[src/design/rsc_pkg.sv]
// Shared codes, widths and constants of the RPN stack calculator.
package rsc_pkg;

  // Item field widths
  localparam int unsigned FUNC_W   = 3;
  localparam int unsigned VALUE_W  = 32;
  localparam int unsigned STATUS_W = 2;

  // Function codes of an input item
  localparam logic [FUNC_W-1:0] FUNC_PUSH = 3'd0;
  localparam logic [FUNC_W-1:0] FUNC_ADD  = 3'd1;
  localparam logic [FUNC_W-1:0] FUNC_SUB  = 3'd2;
  localparam logic [FUNC_W-1:0] FUNC_MUL  = 3'd3;
  localparam logic [FUNC_W-1:0] FUNC_DIV  = 3'd4;
  localparam logic [FUNC_W-1:0] FUNC_POP  = 3'd5;

  // Status codes of a result item
  localparam logic [STATUS_W-1:0] STATUS_OK        = 2'd0;
  localparam logic [STATUS_W-1:0] STATUS_UNDERFLOW = 2'd1;
  localparam logic [STATUS_W-1:0] STATUS_DIV_ZERO  = 2'd2;
  localparam logic [STATUS_W-1:0] STATUS_FULL      = 2'd3;

  // Value taken for a pop from an empty stack
  localparam logic [VALUE_W-1:0] EMPTY_POP_VALUE = 32'h8000_0001;

endpackage

[src/design/rsc_in_if.sv]
// Command channel of the RPN stack calculator: function code and operand.
interface rsc_in_if import rsc_pkg::*; ();
  logic                      valid;
  logic                      ready;
  logic        [FUNC_W-1:0]  func;
  logic signed [VALUE_W-1:0] operand_value;

  modport source (output valid, output func, output operand_value, input ready);
  modport sink   (input valid, input func, input operand_value, output ready);
endinterface

[src/design/rsc_out_if.sv]
// Result channel of the RPN stack calculator: value, status and stack fill.
interface rsc_out_if import rsc_pkg::*; #(
  parameter int unsigned CNT_W = 5
) ();
  logic                       valid;
  logic                       ready;
  logic signed [VALUE_W-1:0]  result_value;
  logic        [STATUS_W-1:0] status;
  logic        [CNT_W-1:0]    entry_count;

  modport source (output valid, output result_value, output status, output entry_count,
                  input ready);
  modport sink   (input valid, input result_value, input status, input entry_count,
                  output ready);
endinterface

[src/design/rpn_stack_calculator.sv]
// RPN stack calculator: operand stack in a memory and one shared 33-bit adder under a sequencer.
//
// Every command item yields exactly one result item. The block takes one item at a time;
// cmd_i.ready is high only while the sequencer is idle. Multiply runs 32 shift-and-add steps
// on the shared adder; divide runs operand sign removal, 32 restoring steps and a sign fix on
// the same adder, and a divide by zero skips those steps. The operand stack is a single-port-read
// memory with registered read data. A finished result sits in an output register, so the next
// item is taken while it waits; a further result then waits until the output register drains.
// entry_count is $clog2(STACK_DEPTH+1) bits wide. The stack needs no clearing after reset.
module rpn_stack_calculator import rsc_pkg::*; #(
  parameter int unsigned STACK_DEPTH = 16
) (
  input  logic      clk_i,
  input  logic      rst_ni,
  rsc_in_if.sink    cmd_i,
  rsc_out_if.source res_o
);

  localparam int unsigned AW = (STACK_DEPTH > 1) ? $clog2(STACK_DEPTH) : 1;
  localparam int unsigned CW = $clog2(STACK_DEPTH + 1);
  localparam logic [CW-1:0] CNT_DEPTH = CW'(STACK_DEPTH);
  localparam logic [CW-1:0] CNT_ONE   = CW'(1);
  localparam logic [CW-1:0] CNT_TWO   = CW'(2);

  // Sequencer states
  localparam logic [3:0] S_IDLE = 4'd0;
  localparam logic [3:0] S_TOP  = 4'd1;
  localparam logic [3:0] S_GETA = 4'd2;
  localparam logic [3:0] S_GETB = 4'd3;
  localparam logic [3:0] S_EXEC = 4'd4;
  localparam logic [3:0] S_MUL  = 4'd5;
  localparam logic [3:0] S_ABSB = 4'd6;
  localparam logic [3:0] S_ABSA = 4'd7;
  localparam logic [3:0] S_DIV  = 4'd8;
  localparam logic [3:0] S_FIX  = 4'd9;
  localparam logic [3:0] S_PUSH = 4'd10;
  localparam logic [3:0] S_DONE = 4'd11;

  logic [3:0]          state_q, state_d;
  logic [CW-1:0]       cnt_q, cnt_d;
  logic [FUNC_W-1:0]   func_q, func_d;
  logic                under_q, under_d;
  logic                dz_q, dz_d;
  logic                na_q, na_d;
  logic                nb_q, nb_d;
  logic [4:0]          step_q, step_d;
  logic [VALUE_W-1:0]  a_q, a_d;
  logic [VALUE_W-1:0]  b_q, b_d;
  logic [VALUE_W-1:0]  rem_q, rem_d;
  logic [VALUE_W-1:0]  res_q, res_d;
  logic [STATUS_W-1:0] stat_q, stat_d;
  logic                out_val_q, out_val_d;
  logic                out_load;
  logic [VALUE_W-1:0]  out_res_q;
  logic [STATUS_W-1:0] out_stat_q;
  logic [CW-1:0]       out_cnt_q;

  logic [CW-1:0]       cnt_m1, cnt_m2;
  logic                cmd_fire;

  // Stack memory
  logic [VALUE_W-1:0]  mem_q [STACK_DEPTH];
  logic [VALUE_W-1:0]  rd_q;
  logic [AW-1:0]       rd_addr;
  logic                wr_en;
  logic [AW-1:0]       wr_addr;
  logic [VALUE_W-1:0]  wr_data;

  // Shared adder
  logic [VALUE_W:0]    add_x, add_y, add_sum;
  logic                add_sub;
  logic [VALUE_W-1:0]  div_shift;

  assign cnt_m1    = cnt_q - CNT_ONE;
  assign cnt_m2    = cnt_q - CNT_TWO;
  assign cmd_fire  = cmd_i.valid && cmd_i.ready;
  assign div_shift = {rem_q[VALUE_W-2:0], b_q[VALUE_W-1]};

  // Write and read the stack, read data registered
  always_ff @(posedge clk_i) begin
    if (wr_en) begin
      mem_q[wr_addr] <= wr_data;
    end
    rd_q <= mem_q[rd_addr];
  end

  // Select adder operands by sequencer step
  always_comb begin
    add_x   = '0;
    add_y   = '0;
    add_sub = 1'b0;
    case (state_q)
      S_EXEC: begin
        add_x   = {1'b0, b_q};
        add_y   = {1'b0, a_q};
        add_sub = (func_q == FUNC_SUB);
      end
      S_MUL: begin
        add_x = {1'b0, rem_q};
        add_y = b_q[0] ? {1'b0, a_q} : '0;
      end
      S_ABSB, S_FIX: begin
        add_y   = {1'b0, b_q};
        add_sub = 1'b1;
      end
      S_ABSA: begin
        add_y   = {1'b0, a_q};
        add_sub = 1'b1;
      end
      S_DIV: begin
        add_x   = {rem_q, b_q[VALUE_W-1]};
        add_y   = {1'b0, a_q};
        add_sub = 1'b1;
      end
      default: begin
        add_sub = 1'b0;
      end
    endcase
  end

  assign add_sum = add_x + (add_sub ? ~add_y : add_y) + {{VALUE_W{1'b0}}, add_sub};

  // Sequence one item
  always_comb begin
    state_d   = state_q;
    cnt_d     = cnt_q;
    func_d    = func_q;
    under_d   = under_q;
    dz_d      = dz_q;
    na_d      = na_q;
    nb_d      = nb_q;
    step_d    = step_q;
    a_d       = a_q;
    b_d       = b_q;
    rem_d     = rem_q;
    res_d     = res_q;
    stat_d    = stat_q;
    out_load  = 1'b0;
    rd_addr   = cnt_m1[AW-1:0];
    wr_en     = 1'b0;
    wr_addr   = cnt_q[AW-1:0];
    wr_data   = res_q;
    out_val_d = out_val_q && !res_o.ready;

    case (state_q)
      S_IDLE: begin
        if (cmd_fire) begin
          func_d  = cmd_i.func;
          under_d = 1'b0;
          dz_d    = 1'b0;
          stat_d  = STATUS_OK;
          case (cmd_i.func)
            FUNC_PUSH: begin
              if (cnt_q < CNT_DEPTH) begin
                wr_en   = 1'b1;
                wr_data = cmd_i.operand_value;
                cnt_d   = cnt_q + CNT_ONE;
                res_d   = cmd_i.operand_value;
                state_d = S_DONE;
              end else begin
                stat_d  = STATUS_FULL;
                state_d = S_TOP;
              end
            end
            FUNC_ADD, FUNC_SUB, FUNC_MUL, FUNC_DIV: begin
              state_d = S_GETA;
            end
            FUNC_POP: begin
              if (cnt_q == '0) begin
                res_d   = EMPTY_POP_VALUE;
                stat_d  = STATUS_UNDERFLOW;
                state_d = S_DONE;
              end else begin
                cnt_d   = cnt_m1;
                state_d = S_TOP;
              end
            end
            default: begin
              if (cnt_q == '0) begin
                res_d   = '0;
                state_d = S_DONE;
              end else begin
                state_d = S_TOP;
              end
            end
          endcase
        end
      end
      S_TOP: begin
        res_d   = rd_q;
        state_d = S_DONE;
      end
      S_GETA: begin
        rd_addr = cnt_m2[AW-1:0];
        if (cnt_q == '0) begin
          a_d     = EMPTY_POP_VALUE;
          under_d = 1'b1;
        end else begin
          a_d   = rd_q;
          cnt_d = cnt_m1;
        end
        state_d = S_GETB;
      end
      S_GETB: begin
        if (cnt_q == '0) begin
          b_d     = EMPTY_POP_VALUE;
          under_d = 1'b1;
        end else begin
          b_d   = rd_q;
          cnt_d = cnt_m1;
        end
        state_d = S_EXEC;
      end
      S_EXEC: begin
        case (func_q)
          FUNC_MUL: begin
            rem_d   = '0;
            step_d  = '0;
            state_d = S_MUL;
          end
          FUNC_DIV: begin
            if (a_q == '0) begin
              res_d   = b_q;
              dz_d    = 1'b1;
              state_d = S_PUSH;
            end else begin
              nb_d    = b_q[VALUE_W-1];
              na_d    = a_q[VALUE_W-1];
              state_d = S_ABSB;
            end
          end
          default: begin
            res_d   = add_sum[VALUE_W-1:0];
            state_d = S_PUSH;
          end
        endcase
      end
      S_MUL: begin
        // Add shifted multiplicand where the multiplier bit is set
        rem_d  = add_sum[VALUE_W-1:0];
        a_d    = {a_q[VALUE_W-2:0], 1'b0};
        b_d    = {1'b0, b_q[VALUE_W-1:1]};
        step_d = step_q + 5'd1;
        if (step_q == 5'd31) begin
          res_d   = add_sum[VALUE_W-1:0];
          state_d = S_PUSH;
        end
      end
      S_ABSB: begin
        if (nb_q) begin
          b_d = add_sum[VALUE_W-1:0];
        end
        state_d = S_ABSA;
      end
      S_ABSA: begin
        if (na_q) begin
          a_d = add_sum[VALUE_W-1:0];
        end
        rem_d   = '0;
        step_d  = '0;
        state_d = S_DIV;
      end
      S_DIV: begin
        // Restoring step: keep the difference when it does not go negative
        rem_d  = add_sum[VALUE_W] ? div_shift : add_sum[VALUE_W-1:0];
        b_d    = {b_q[VALUE_W-2:0], ~add_sum[VALUE_W]};
        step_d = step_q + 5'd1;
        if (step_q == 5'd31) begin
          state_d = S_FIX;
        end
      end
      S_FIX: begin
        res_d   = (nb_q ^ na_q) ? add_sum[VALUE_W-1:0] : b_q;
        state_d = S_PUSH;
      end
      S_PUSH: begin
        wr_en   = 1'b1;
        wr_data = res_q;
        cnt_d   = cnt_q + CNT_ONE;
        if (under_q) begin
          stat_d = STATUS_UNDERFLOW;
        end else if (dz_q) begin
          stat_d = STATUS_DIV_ZERO;
        end else begin
          stat_d = STATUS_OK;
        end
        state_d = S_DONE;
      end
      S_DONE: begin
        // Hand the result over once the output register is free
        if (!out_val_q || res_o.ready) begin
          out_load  = 1'b1;
          out_val_d = 1'b1;
          state_d   = S_IDLE;
        end
      end
      default: begin
        state_d = S_IDLE;
      end
    endcase
  end

  // Control registers
  always_ff @(posedge clk_i or negedge rst_ni) begin
    if (!rst_ni) begin
      state_q   <= S_IDLE;
      cnt_q     <= '0;
      out_val_q <= 1'b0;
      step_q    <= '0;
    end else begin
      state_q   <= state_d;
      cnt_q     <= cnt_d;
      out_val_q <= out_val_d;
      step_q    <= step_d;
    end
  end

  // Datapath registers
  always_ff @(posedge clk_i) begin
    func_q  <= func_d;
    under_q <= under_d;
    dz_q    <= dz_d;
    na_q    <= na_d;
    nb_q    <= nb_d;
    a_q     <= a_d;
    b_q     <= b_d;
    rem_q   <= rem_d;
    res_q   <= res_d;
    stat_q  <= stat_d;
    if (out_load) begin
      out_res_q  <= res_q;
      out_stat_q <= stat_q;
      out_cnt_q  <= cnt_q;
    end
  end

  assign cmd_i.ready        = (state_q == S_IDLE);
  assign res_o.valid        = out_val_q;
  assign res_o.result_value = out_res_q;
  assign res_o.status       = out_stat_q;
  assign res_o.entry_count  = out_cnt_q;

  // Checks
  a_cnt_bound: assert property (@(posedge clk_i) disable iff (!rst_ni)
    cnt_q <= CNT_DEPTH)
    else $error("stack count beyond depth");

  a_push_room: assert property (@(posedge clk_i) disable iff (!rst_ni)
    (state_q == S_PUSH) |-> (cnt_q < CNT_DEPTH))
    else $error("operator result pushed onto a full stack");

  a_div_nonzero: assert property (@(posedge clk_i) disable iff (!rst_ni)
    (state_q == S_DIV) |-> (a_q != '0))
    else $error("divide step with zero divisor");

  a_busy_after_accept: assert property (@(posedge clk_i) disable iff (!rst_ni)
    cmd_fire |=> (state_q != S_IDLE))
    else $error("sequencer idle right after taking an item");

  a_under_count: assert property (@(posedge clk_i) disable iff (!rst_ni)
    (out_val_q && (out_stat_q == STATUS_UNDERFLOW)) |-> (out_cnt_q <= CNT_ONE))
    else $error("underflow reported with more than one entry left");

endmodule
[src/flat_wrapper.sv]
// flat-port wrapper written by rule: the top's interface ports become plain ports
module rpn_stack_calculator_flat import rsc_pkg::*;
#(
  parameter int unsigned STACK_DEPTH = 16
)
  (clk_i, rst_ni, cmd_i_valid, cmd_i_func, cmd_i_operand_value, cmd_i_ready, res_o_valid, res_o_result_value, res_o_status, res_o_entry_count, res_o_ready);
  rsc_in_if cmd_i_i ();
  rsc_out_if res_o_i ();
  input  logic clk_i;
  input  logic rst_ni;
  input wire logic [$bits(cmd_i_i.valid)-1:0] cmd_i_valid;
  input wire logic [$bits(cmd_i_i.func)-1:0] cmd_i_func;
  input wire logic [$bits(cmd_i_i.operand_value)-1:0] cmd_i_operand_value;
  output wire logic [$bits(cmd_i_i.ready)-1:0] cmd_i_ready;
  output wire logic [$bits(res_o_i.valid)-1:0] res_o_valid;
  output wire logic [$bits(res_o_i.result_value)-1:0] res_o_result_value;
  output wire logic [$bits(res_o_i.status)-1:0] res_o_status;
  output wire logic [$bits(res_o_i.entry_count)-1:0] res_o_entry_count;
  input wire logic [$bits(res_o_i.ready)-1:0] res_o_ready;
  assign cmd_i_i.valid = cmd_i_valid;
  assign cmd_i_i.func = cmd_i_func;
  assign cmd_i_i.operand_value = cmd_i_operand_value;
  assign cmd_i_ready = cmd_i_i.ready;
  assign res_o_valid = res_o_i.valid;
  assign res_o_result_value = res_o_i.result_value;
  assign res_o_status = res_o_i.status;
  assign res_o_entry_count = res_o_i.entry_count;
  assign res_o_i.ready = res_o_ready;
  rpn_stack_calculator #(.STACK_DEPTH(STACK_DEPTH)) u_core (.clk_i(clk_i), .rst_ni(rst_ni), .cmd_i(cmd_i_i), .res_o(res_o_i));
endmodule
[config.mk]
export PLATFORM = sky130hd
export DESIGN_NAME = rpn_stack_calculator_flat
export DESIGN_NICKNAME = d
export VERILOG_FILES = /design/src/design/rsc_pkg.sv /design/src/design/rsc_in_if.sv /design/src/design/rsc_out_if.sv /design/src/design/rpn_stack_calculator.sv /design/src/flat_wrapper.sv
export SDC_FILE = /design/constraint.sdc
export NUM_CORES = 1
export LEC_CHECK = 0
export BUFFER_PORTS_ARGS = -buffer_cell sky130_fd_sc_hd__clkbuf_2
export CAP_MARGIN = 20
export CORE_ASPECT_RATIO = 0.5
export CORE_MARGIN = 3
export CORE_UTILIZATION = 25
export DETAILED_ROUTE_END_ITERATION = 8
export PLACE_DENSITY = 0.46
export SLEW_MARGIN = 30
export SYNTH_ARGS = -nofsm -noshare
export SYNTH_HDL_FRONTEND = slang
export SYNTH_SLANG_ARGS = --single-unit
[constraint.sdc]
create_clock -name clk_i -period 8.1 [get_ports clk_i]
set_input_delay 1.62 -clock clk_i [delete_from_list [all_inputs] [get_ports clk_i]]
set_output_delay 1.62 -clock clk_i [all_outputs]
set_load 0.03 [all_outputs]
==> Word-level counts from Yosys, hierarchy flattened <==
Memories as Yosys holds them, arrays and structs flattened. A register that Yosys moved wholly into a read port is not among the register bits.
Cells that the tools add are included.
{ "classes": {"n_addsub": 6, "n_mux": 67, "bitwise_logic": 4, "magnitude_cmp": 1, "reduce_logical": 37, "eq_ne": 37} }
{ "ops": {"columns": ["op", "count"], "rows": [
  ["two-way mux 32 bit", 16],
  ["one-hot mux 32 bit (4 select lines)", 2],
  ["one-hot mux 33 bit (3 select lines)", 2],
  ["one-hot mux 32 bit (3 select lines)", 2],
  ["one-hot mux 32 bit (5 select lines)", 1],
  ["one-hot mux 32 bit (2 select lines)", 1],
  ["one-hot mux 4 bit (11 select lines)", 1],
  ["adder 33 x 1 -> 33 bit", 1],
  ["adder 33 bit", 1],
  ["two-way mux 33 bit", 1],
  ["inverter 33 bit", 1],
  ["logical NOT 32 bit", 1],
  ["two-way mux 4 bit", 8],
  ["one-hot mux 5 bit (3 select lines)", 2],
  ["two-way mux 5 bit", 4],
  ["== test 4 x 3 -> 1 bit, second input constant", 4],
  ["== test 4 bit, second input constant", 4],
  ["!= test 2 x 1 -> 1 bit, second input constant", 8],
  ["one-hot mux 4 bit (2 select lines)", 2],
  ["two-way mux 1 bit", 14],
  ["== test 3 x 2 -> 1 bit, second input constant", 4],
  ["!= test 3 bit, second input constant", 4],
  ["AND reduction 2 bit", 6],
  ["AND reduction 4 bit", 3],
  ["other kinds (32)", 59]
]} }
{ "totals": {"reg_bits": 191, "ram_bits": 512, "out_inout_bits": 41, "word_cells": 170, "memories": 1} }
{ "memory_table": {"columns": ["name", "depth", "width", "rd", "rd_ports_with_merged_regs", "wr", "line", "text"], "rows": [
  ["u_core.mem_q", 16, 32, 1, 1, 1, "rpn_stack_calculator.sv:62", "logic [VALUE_W-1:0] mem_q [STACK_DEPTH];"]
]} }

==> Depth between registers and ports, before layout <==
Gate-level depths: netlist of run 1.
{ "logic_depth": {"depth_word": 9, "ltp_mapped": 22} }

==> Worst setup path before layout of run 1 <==
OpenSTA, ideal clock, no wires.
{ "synth_path": {"path_type": "register -> register", "start": "reg u_core.state_q[1]", "end": "reg u_core.res_q[0] (enable)", "path_stages_with_launch": 11, "arrival_ns": 4.802, "n_path_buf": 3, "path_slack_ns": 2.837, "setup_ns": 0.461, "path_cell_list": "dfrtp_1 > buf_2 > inv_1 > nand2_1 > nor3_1 > nand2_1 > inv_1 > clkbuf_1 > buf_1 > a21oi_1 > nor3_1"} }
{ "synth_via": {"elab_chain_len": 4, "elab_cells_between_ends": 15} }
{ "synth_lines": {"columns": ["item", "line", "text"], "rows": [
  ["start: declaration", "rpn_stack_calculator.sv:39", "logic [3:0] state_q, state_d;"],
  ["start signal: assignment", "rpn_stack_calculator.sv:311", "state_q <= state_d;"],
  ["logical NOT 4 bit (*)", "rpn_stack_calculator.sv:337", "assign cmd_i.ready = (state_q == S_IDLE);"],
  ["net cmd_i_ready", "flat_wrapper.sv:14", "output wire logic [$bits(cmd_i_i.ready)-1:0] cmd_i_ready;"],
  ["logical AND 1 bit", "rpn_stack_calculator.sv:76", "assign cmd_fire = cmd_i.valid && cmd_i.ready;"],
  ["!= test 2 bit (no line)", null, null],
  ["AND reduction 8 bit (no line) (*)", null, null],
  ["end signal: assignment", "rpn_stack_calculator.sv:328", "res_q <= res_d;"],
  ["end: declaration", "rpn_stack_calculator.sv:50", "logic [VALUE_W-1:0] res_q, res_d;"]
]} }
The timed path passes the listed nets; every way through them passes the cells marked *.
A chain may end at the register's enable or synchronous reset.

==> Worst setup path after layout of run 1 <==
{ "layout_path": {"start": "reg u_core.state_q[2]", "end": "reg u_core.rem_q[10] (data pin)"} }
{ "layout_via": {"elab_chain_len": 9, "elab_cells_between_ends": 18} }
{ "layout_lines": {"columns": ["item", "line", "text"], "rows": [
  ["== test 4 x 3 -> 1 bit (tied with other cells)", "rpn_stack_calculator.sv:92, rpn_stack_calculator.sv:145", null],
  ["OR reduction 3 bit (no line) or OR reduction 2 bit (tied branches)", null, null],
  ["one-hot mux 33 bit (3 select lines)", "rpn_stack_calculator.sv:92", "case (state_q)"],
  ["inverter 33 bit", "rpn_stack_calculator.sv:121", "assign add_sum = add_x + (add_sub ? ~add_y : add_y) + {{VALUE_W{1'b0}}, add_sub};"],
  ["two-way mux 33 bit", "rpn_stack_calculator.sv:121", null],
  ["adder 33 bit", "rpn_stack_calculator.sv:121", null],
  ["adder 33 x 1 -> 33 bit", "rpn_stack_calculator.sv:121", null],
  ["two-way mux 32 bit", "rpn_stack_calculator.sv:265", "rem_d = add_sum[VALUE_W] ? div_shift : add_sum[VALUE_W-1:0];"],
  ["one-hot mux 32 bit (4 select lines) (*)", "rpn_stack_calculator.sv:145", "case (state_q)"],
  ["net u_core.rem_d[10]", "rpn_stack_calculator.sv:49", "logic [VALUE_W-1:0] rem_q, rem_d;"],
  ["end signal: assignment", "rpn_stack_calculator.sv:327", "rem_q <= rem_d;"],
  ["end: declaration", "rpn_stack_calculator.sv:49", null]
]} }
Marks and branches as above.

==> results of run 1 <==
==> cell usage after synthesis, drive strengths merged (39+ instances only) <==
master | number | area (um^2)
a21oi | 144 | 743
nor2 | 120 | 450
mux2i | 64 | 641
edfxtp | 688 | 20700
a211oi | 39 | 305
xnor2 | 39 | 349
o21ai | 115 | 579
buf | 58 | 287
a22oi | 85 | 638
a22o | 78 | 683
clkbuf | 100 | 375
nand2 | 121 | 454
mux4 | 128 | 2880
ha | 41 | 513
==> critical path, cell delays in order, from the launching register on <==
cell,delay [ns]
dfrtp_1,0.87
nor2b_1,0.62
nand2_1,0.43
o21ai_2,0.14
buf_4,0.35
a22oi_1,0.14
xnor2_1,0.20
fa_1,0.48
a21o_1,0.23
a221o_1,0.38
a32oi_2,0.29
a21oi_2,0.16
nor4_4,0.33
o211ai_2,0.21
a21o_1,0.30
nand2_1,0.36
buf_4,0.37
o221ai_1,0.19
==> cells by family (layout without fill, tap and decap cells) <==
logic type      after synthesis  in the layout  synth area share [%]
simple gates                415            415                  5.94
compound gates              651            651                  13.7
mux                         203            203                  10.8
xor+xnor                     59             59                  1.57
buf+inv                     187            310                  2.28
flops                       735            735                  64.2
fa+ha+maj                    42             42                  1.58
==> cell type report <==
type	count	area share [%]
Timing Repair Buffer	134	2.22
Sequential cell	735	55.5
Clock buffer	115	5.72
Clock inverter	32	0.762
Multi-Input combinational cell	1370	29.8
Inverter	29	0.279
Tap cell	1776	5.69
==> registers in the layout, indices dropped and copies added, names as in the netlist <==
register	cells
u_core.res_q	32
u_core.nb_q	1
u_core.a_q	32
u_core.res_o.valid	1
u_core.func_q	3
u_core.state_q	4
u_core.cnt_q	5
u_core.mem_q	512
u_core.b_q	32
u_core.na_q	1
u_core.rd_q	32
u_core.step_q	5
u_core.res_o.entry_count	5
u_core.dz_q	1
u_core.stat_q	2
u_core.res_o.result_value	32
u_core.res_o.status	2
u_core.under_q	1
u_core.rem_q	32
==> metal layers <==
layer	GRT usage, %	wire, um	share of wire [%]	up-vias
met5	0	0	0	-
met4	4.13	2680	2.7	0
met3	1.88	4310	4.3	142
met2	23.1	47700	47	546
met1	19.3	46200	46	11100
li1	-	-	-	9410
==> metrics by stage <==
step	worst slack, ns	instance area [um^2]	instances	hold slack (ns)	util, %
floorplan	2.84	33800	2292	0.400	-
global placement	2.05	36500	4043	0.408	27.5
detailed placement	1.84	36500	4044	0.420	27.5
CTS	1.77	39000	4191	0.455	29.4
global route	1.32	39100	4191	0.457	29.4
finish	1.71	39100	4191	0.452	29.4
==> final timing paths <==
kind,end,slack [ns]
max in group asynchronous,u_core.step_q[2],6.82
worst max-delay path,u_core.rem_q[10],1.71
worst min register to register,u_core.res_o.status[0],0.45
worst max register to register,u_core.rem_q[10],1.71
worst min-delay path,u_core.res_o.status[0],0.45
min in group asynchronous,u_core.cnt_q[0],0.92
==> reports/qor.csv, run 1 <==
metric;value;unit
post-route ant nets;0;
IO Pins;80;
Core Rows;94;
H-tree lvl count;3;
Final Wtd Congestion;0.863;
critical path class;reg -> reg;
Die W;526;um
CTS Buffer Depth;3;
setup TNS;0;ns
FF-to-FF path depth;17;
synthesized area;33800;um^2
multi-input combinational cell area;11600;um^2
# setup viols final;0;
reg-to-reg startpoint;u_core.state_q[2];
die footprint;140000;um^2
first-pass GRT wire length;148000;um
Worst Setup End Kind;register;
CTS tree;done;
Post-synth EDFFs;688;
CTS clk-pin slew, worst paths;0.06;ns
clk_skew;0.0334;ns
Worst EP arrival;6.73;ns
die height;266;um
Initial Util;25.4;%
vias;21200;
Final Hold Violating Endpoints;0;
GRT Overall Usage;14.0;%
Post-synth ARST share;2.04;%
buffers added on ports;79;
max-slew violation count;0;
syn nets;2373;
Core Region;133000;um^2
vias in the first global route;21500;
WP data required;8.44;ns
HPWL after detailed placement;63500;um
post-synthesis sequential area ratio;64.2;%
DRC Markers;0;
Synth Warn #;0;
total wire length;101000;um
average size of a mapped cell;14.7;um^2
fraction of layout instances using a drive strength above 1;18.6;%
crit share post-route;78.9;%
root buf cell;clkbuf_16;
initial antenna violation count;1;
later-pin clock latency in the skew report;0.65;ns
hold_buf cts;0;
Sink Count;735;
min-delay src;u_core.stat_q[0];
via/cell ratio;5.05;
minimum clock period;6.39;ns
Tightest Hold Check Type;reg -> reg;
most common library cell in the layout ignoring fill and taps;edfxtp_1;
CTS Buf Count;80;
routed len/inst;24.1;um
result of the run;finished clean;
Pre-Repair DR Iteration Count;8;
Main synth FF type;edfxtp_1;
diode count;0;
gr ovfl total;0;
Initial DRC Count;1969;
RSZ-0062 raised after global routing;false;
FF/Latch Area;21700;um^2
synthesized instance count;2292;
CP startpoint;u_core.state_q[2];
post-CTS sizing;0;
area grow syn2layout;15.6;%
Synth Register Bits;735;
largest net degree at the start of global routing;101;
Synth cell types;90;
Filler cells;13200;
Max Cap Viol;0;
CP Launch Type;register;
crit path max fanout;31;
Hold Crit Depth;0;
Fmax;157;MHz
Slew @ Worst Pin;0.984;ns
most frequent cells in the layout;688 x edfxtp_1, 137 x a21oi_1, 128 x mux4_2;
Layout Nets;2431;
Rel. slew slack;34.0;%
post-CTS setup buffers;0;
Power of run 1 is not shown: default switching activity piles up to over one toggle a cycle in this logic, so the estimate is an artifact.
==> inputs of run 2 (changes only) <==
Clock period 8.1 ns to 6.3 ns, I/O delays scaled along.
==> reports/qor.csv, run 2 (synthesis results as in run 1) <==
metric;value;unit;change
post-CTS sizing;0;;unchanged
FF-to-FF path depth;17;;unchanged
H-tree lvl count;3;;unchanged
later-pin clock latency in the skew report;0.64;ns;about the same
Layout Nets;2456;;+1.0%
WP data required;6.66;ns;-1.78 ns
post-CTS setup buffers;0;;unchanged
post-route ant nets;0;;unchanged
CTS Buf Count;82;;+2.5%
Hold EP;u_core.res_o.status[0];;
Biggest register;u_core.mem_q;;
Max Cap Viol;0;;unchanged
CTS clk-pin slew, worst paths;0.06;ns;about the same
CTS Buffer Depth;3;;unchanged
largest net degree at the start of global routing;109;;+7.9%
vias in the first global route;21300;;-0.96%
most frequent cells in the layout;688 x edfxtp_1, 137 x a21oi_1, 128 x mux4_2;;
Worst EP arrival;6.05;ns;-0.68 ns
fraction of layout instances using a drive strength above 1;19.5;%;+0.88 points
Tightest Hold Check Type;reg -> reg;;
result of the run;finished clean;;
area grow syn2layout;16.6;%;
die height;266;um;unchanged
DRC Markers;0;;unchanged
CTS tree;done;;
total wire length;98700;um;-2.1%
r2r setup slk;0.61;ns;-1.10 ns
critical path class;reg -> reg;;
min-delay src;u_core.stat_q[0];;
Rel. slew slack;38.4;%;+4.4 points
setup TNS;0;ns;unchanged
Initial Util;25.4;%;unchanged
Final Wtd Congestion;0.839;;-2.8%
Worst path depth;17;;unchanged
Die W;526;um;unchanged
CP max stage cell;dfrtp_1;;
initial antenna violation count;7;;+6
Fmax;176;MHz;+12%
first-pass GRT wire length;147000;um;-0.54%
hold_buf cts;0;;unchanged
worst path buffer plus inverter count;2;;unchanged
vias;21200;;+0.17%
Slew @ Worst Pin;0.919;ns;-0.0652 ns
most common library cell in the layout ignoring fill and taps;edfxtp_1;;
Hold Crit Depth;0;;unchanged
Initial DRC Count;1936;;-1.7%
Pre-Repair DR Iteration Count;6;;-2
Largest delay share family, worst path;compound AO/OA/AOI/OAI gates;;
GRT Overall Usage;13.8;%;-0.25 points
max-slew violation count;0;;unchanged
Core Region;133000;um^2;unchanged
via/cell ratio;5.03;;-0.43%
gr ovfl total;0;;unchanged
RSZ-0062 raised after global routing;false;;
max reg flops;512;;unchanged
root buf cell;clkbuf_16;;
CP Launch Type;register;;
crit share post-route;90.3;%;+11 points
Reg-to-Reg End;u_core.rem_q[29];;
# setup viols final;0;;unchanged
cell mode on critical path;buf_4;;
Worst path max stage delay;0.67;ns;-0.20 ns
clk_skew;0.0230;ns;-0.0104 ns
Sink Count;735;;unchanged
IO Pins;80;;unchanged
Filler cells;13200;;+0.17%
crit path max fanout;31;;unchanged
minimum clock period;5.69;ns;-0.698 ns
Worst Setup End Kind;register;;
HPWL after detailed placement;66600;um;+4.8%
Core Rows;94;;unchanged
die footprint;140000;um^2;unchanged
Final Hold Violating Endpoints;0;;unchanged
routed len/inst;23.4;um;-2.7%
worst-path cell chain;nor2b_1 > nand2_1 > o21ai_2 > buf_4 > a22oi_1 > xnor2_1 > ha_1 > a21o_1 > a211oi_1 > nor2_1 > o41ai_2 > buf_4 > o2bb2ai_1 > o311ai_1 > a21oi_1 > nor3_2 > o221ai_1;;
buffers added on ports;79;;unchanged
reg-to-reg startpoint;u_core.state_q[3];;
[run 2: worst max path at each step]
stage / from / to
after CTS: u_core.state_q[3] / u_core.rem_q[12]
after global placement: u_core.state_q[3] / u_core.rem_q[29]
final: u_core.state_q[3] / u_core.rem_q[29]
after floorplan: u_core.state_q[1] / u_core.res_q[0]
after global routing: u_core.state_q[3] / u_core.rem_q[29]
after detailed placement: u_core.state_q[3] / u_core.rem_q[29]
[run 2: area by class of cell]
class | instances | area (um^2) | area share (%)
diodes | 1 | 2.50 | 0.00635
flip-flops and latches | 735 | 21700 | 55.0
inverters | 29 | 109 | 0.276
well taps | 1776 | 2220 | 5.64
multi-input cells | 1370 | 11600 | 29.5
clock buffers | 122 | 2310 | 5.87
clock inverters | 26 | 267 | 0.676
repair buffers | 157 | 1180 | 2.99
[run 2: per-layer routing]
metal / part of all wire, % / global-route usage, % / vias to the layer above / wire, um
li1: - / - / 9472 / -
met1: 47 / 19.9 / 11000 / 46600
met2: 45 / 21.7 / 612 / 44900
met3: 5.2 / 2.14 / 113 / 5130
met4: 2.1 / 3.43 / 0 / 2090
met5: 0 / 0 / - / 0
[run 2: metrics by stage]
stage / setup slack (ns) / hold WS, ns / std cells / utilization (%) / area [um^2]
after floorplan: 1.04 / 0.400 / 2292 / - / 33800
after global placement: 0.838 / 0.405 / 4061 / 27.6 / 36600
after detailed placement: 0.728 / 0.405 / 4067 / 27.7 / 36800
after CTS: 0.727 / 0.429 / 4215 / 29.7 / 39400
after global routing: 0.299 / 0.445 / 4216 / 29.7 / 39400
final: 0.609 / 0.424 / 4216 / 29.7 / 39400
Power of run 2 is left out for the same reason.
==> inputs of run 3 (changes only) <==
Settings changed: CTS_BUF_LIST set to sky130_fd_sc_hd__clkbuf_2 sky130_fd_sc_hd__clkbuf_4 sky130_fd_sc_hd__clkbuf_8, SKIP_CTS_REPAIR_TIMING set to 1.
==> reports/qor.csv, run 3 (synthesis results as in run 1) <==
metric;value;unit;change
max reg flops;512;;unchanged
critical path class;reg -> reg;;
area grow syn2layout;16.3;%;
first-pass GRT wire length;149000;um;+0.95%
CTS Buf Count;119;;+45%
CTS tree;done;;
Sink Count;735;;unchanged
r2r setup slk;0.62;ns;about the same
Largest delay share family, worst path;compound AO/OA/AOI/OAI gates;;
Initial DRC Count;1804;;-6.8%
die height;266;um;unchanged
FF-to-FF path depth;17;;unchanged
gr ovfl total;0;;unchanged
Filler cells;13300;;+0.36%
CTS Buffer Depth;3;;unchanged
CP max stage cell;dfrtp_1;;
DRC Markers;0;;unchanged
Worst path depth;17;;unchanged
minimum clock period;5.68;ns;-0.00858 ns
Die W;526;um;unchanged
Fmax;176;MHz;+0.15%
root buf cell;clkbuf_8;;
later-pin clock latency in the skew report;0.75;ns;+0.11 ns
Core Region;133000;um^2;unchanged
cell mode on critical path;buf_4;;
worst-path cell chain;nor2b_1 > nand2_1 > o21ai_2 > buf_4 > a22oi_1 > xnor2_1 > ha_1 > a21o_1 > a211oi_1 > nor2_1 > o41ai_2 > buf_4 > o2bb2ai_1 > o311ai_1 > a21oi_1 > nor3_2 > o221ai_1;;
initial antenna violation count;8;;+1
H-tree lvl count;3;;unchanged
Tightest Hold Check Type;reg -> reg;;
Pre-Repair DR Iteration Count;8;;+2
reg-to-reg startpoint;u_core.state_q[3];;
total wire length;99600;um;+0.91%
CP Launch Type;register;;
setup TNS;0;ns;unchanged
Initial Util;25.4;%;unchanged
GRT Overall Usage;13.9;%;+0.10 points
result of the run;finished clean;;
CP startpoint;u_core.state_q[3];;
clk_skew;0.0386;ns;+0.0156 ns
Reg-to-Reg End;u_core.rem_q[29];;
crit path max fanout;31;;unchanged
RSZ-0062 raised after global routing;false;;
Worst path max stage delay;0.67;ns;about the same
Biggest register;u_core.mem_q;;
Worst Setup End Kind;register;;
Layout Nets;2493;;+1.5%
Slew @ Worst Pin;0.913;ns;-0.00574 ns
crit share post-route;90.2;%;-0.14 points
fraction of layout instances using a drive strength above 1;22.2;%;+2.8 points
vias in the first global route;21700;;+1.6%
via/cell ratio;5.01;;-0.38%
routed len/inst;23.2;um;-0.97%
die footprint;140000;um^2;unchanged
most frequent cells in the layout;688 x edfxtp_1, 137 x a21oi_1, 129 x clkbuf_8;;
CTS clk-pin slew, worst paths;0.07;ns;about the same
Worst EP arrival;6.12;ns;+0.07 ns
HPWL after detailed placement;66600;um;unchanged
IO Pins;80;;unchanged
most common library cell in the layout ignoring fill and taps;edfxtp_1;;
worst path buffer plus inverter count;2;;unchanged
buffers added on ports;79;;unchanged
largest net degree at the start of global routing;109;;unchanged
vias;21500;;+1.5%
crit path capture;u_core.rem_q[29];;
max-slew violation count;0;;unchanged
Final Hold Violating Endpoints;0;;unchanged
# setup viols final;0;;unchanged
Rel. slew slack;38.8;%;+0.38 points
Core Rows;94;;unchanged
Final Wtd Congestion;0.839;;unchanged
Max Cap Viol;0;;unchanged
WP data required;6.74;ns;+0.08 ns
post-route ant nets;0;;unchanged
## run 3: worst min path at each step
stage / start / to / slack, ns / cells after the start
after floorplan: u_core.stat_q[0] / u_core.res_o.status[0] / 0.40 / 0
after CTS: rst_ni / u_core.cnt_q[4] / 0.40 / 1
after global placement: u_core.stat_q[0] / u_core.res_o.status[0] / 0.41 / 0
final: u_core.stat_q[1] / u_core.res_o.status[1] / 0.46 / 0
after detailed placement: u_core.stat_q[1] / u_core.res_o.status[1] / 0.40 / 0
after global routing: rst_ni / u_core.cnt_q[4] / 0.43 / 1
## run 3: cell type report
class / count / area (um^2) / area share [%]
antenna: 2 / 5.00 / 0.0127
clock inverter: 49 / 330 / 0.841
multi-input combinational: 1370 / 11600 / 29.6
clock buffer: 178 / 2140 / 5.45
sequential: 735 / 21700 / 55.2
tap: 1776 / 2220 / 5.66
inverter: 29 / 109 / 0.277
timing repair buffer: 157 / 1180 / 2.99
## run 3: per-layer routing
metal,GRT usage [%],routed length (um),vias to the layer above
met5,0,0,-
met2,21.8,45500,657
li1,-,-,9567
met4,3.27,1960,0
met3,2.04,4970,136
met1,20.2,47200,11200
## run 3: metrics by stage
step | area [um^2] | instances | setup slack, ns | hold slack [ns] | util (%)
6_report | 39300 | 4296 | 0.618 | 0.457 | 29.6
5_1_grt | 39300 | 4295 | 0.302 | 0.430 | 29.6
4_1_cts | 39300 | 4294 | 0.731 | 0.403 | 29.6
3_5_place_dp | 36800 | 4067 | 0.728 | 0.405 | 27.7
3_3_place_gp | 36600 | 4061 | 0.838 | 0.405 | 27.6
2_1_floorplan | 33800 | 2292 | 1.04 | 0.400 | -
Power of run 3 is left out for the same reason.
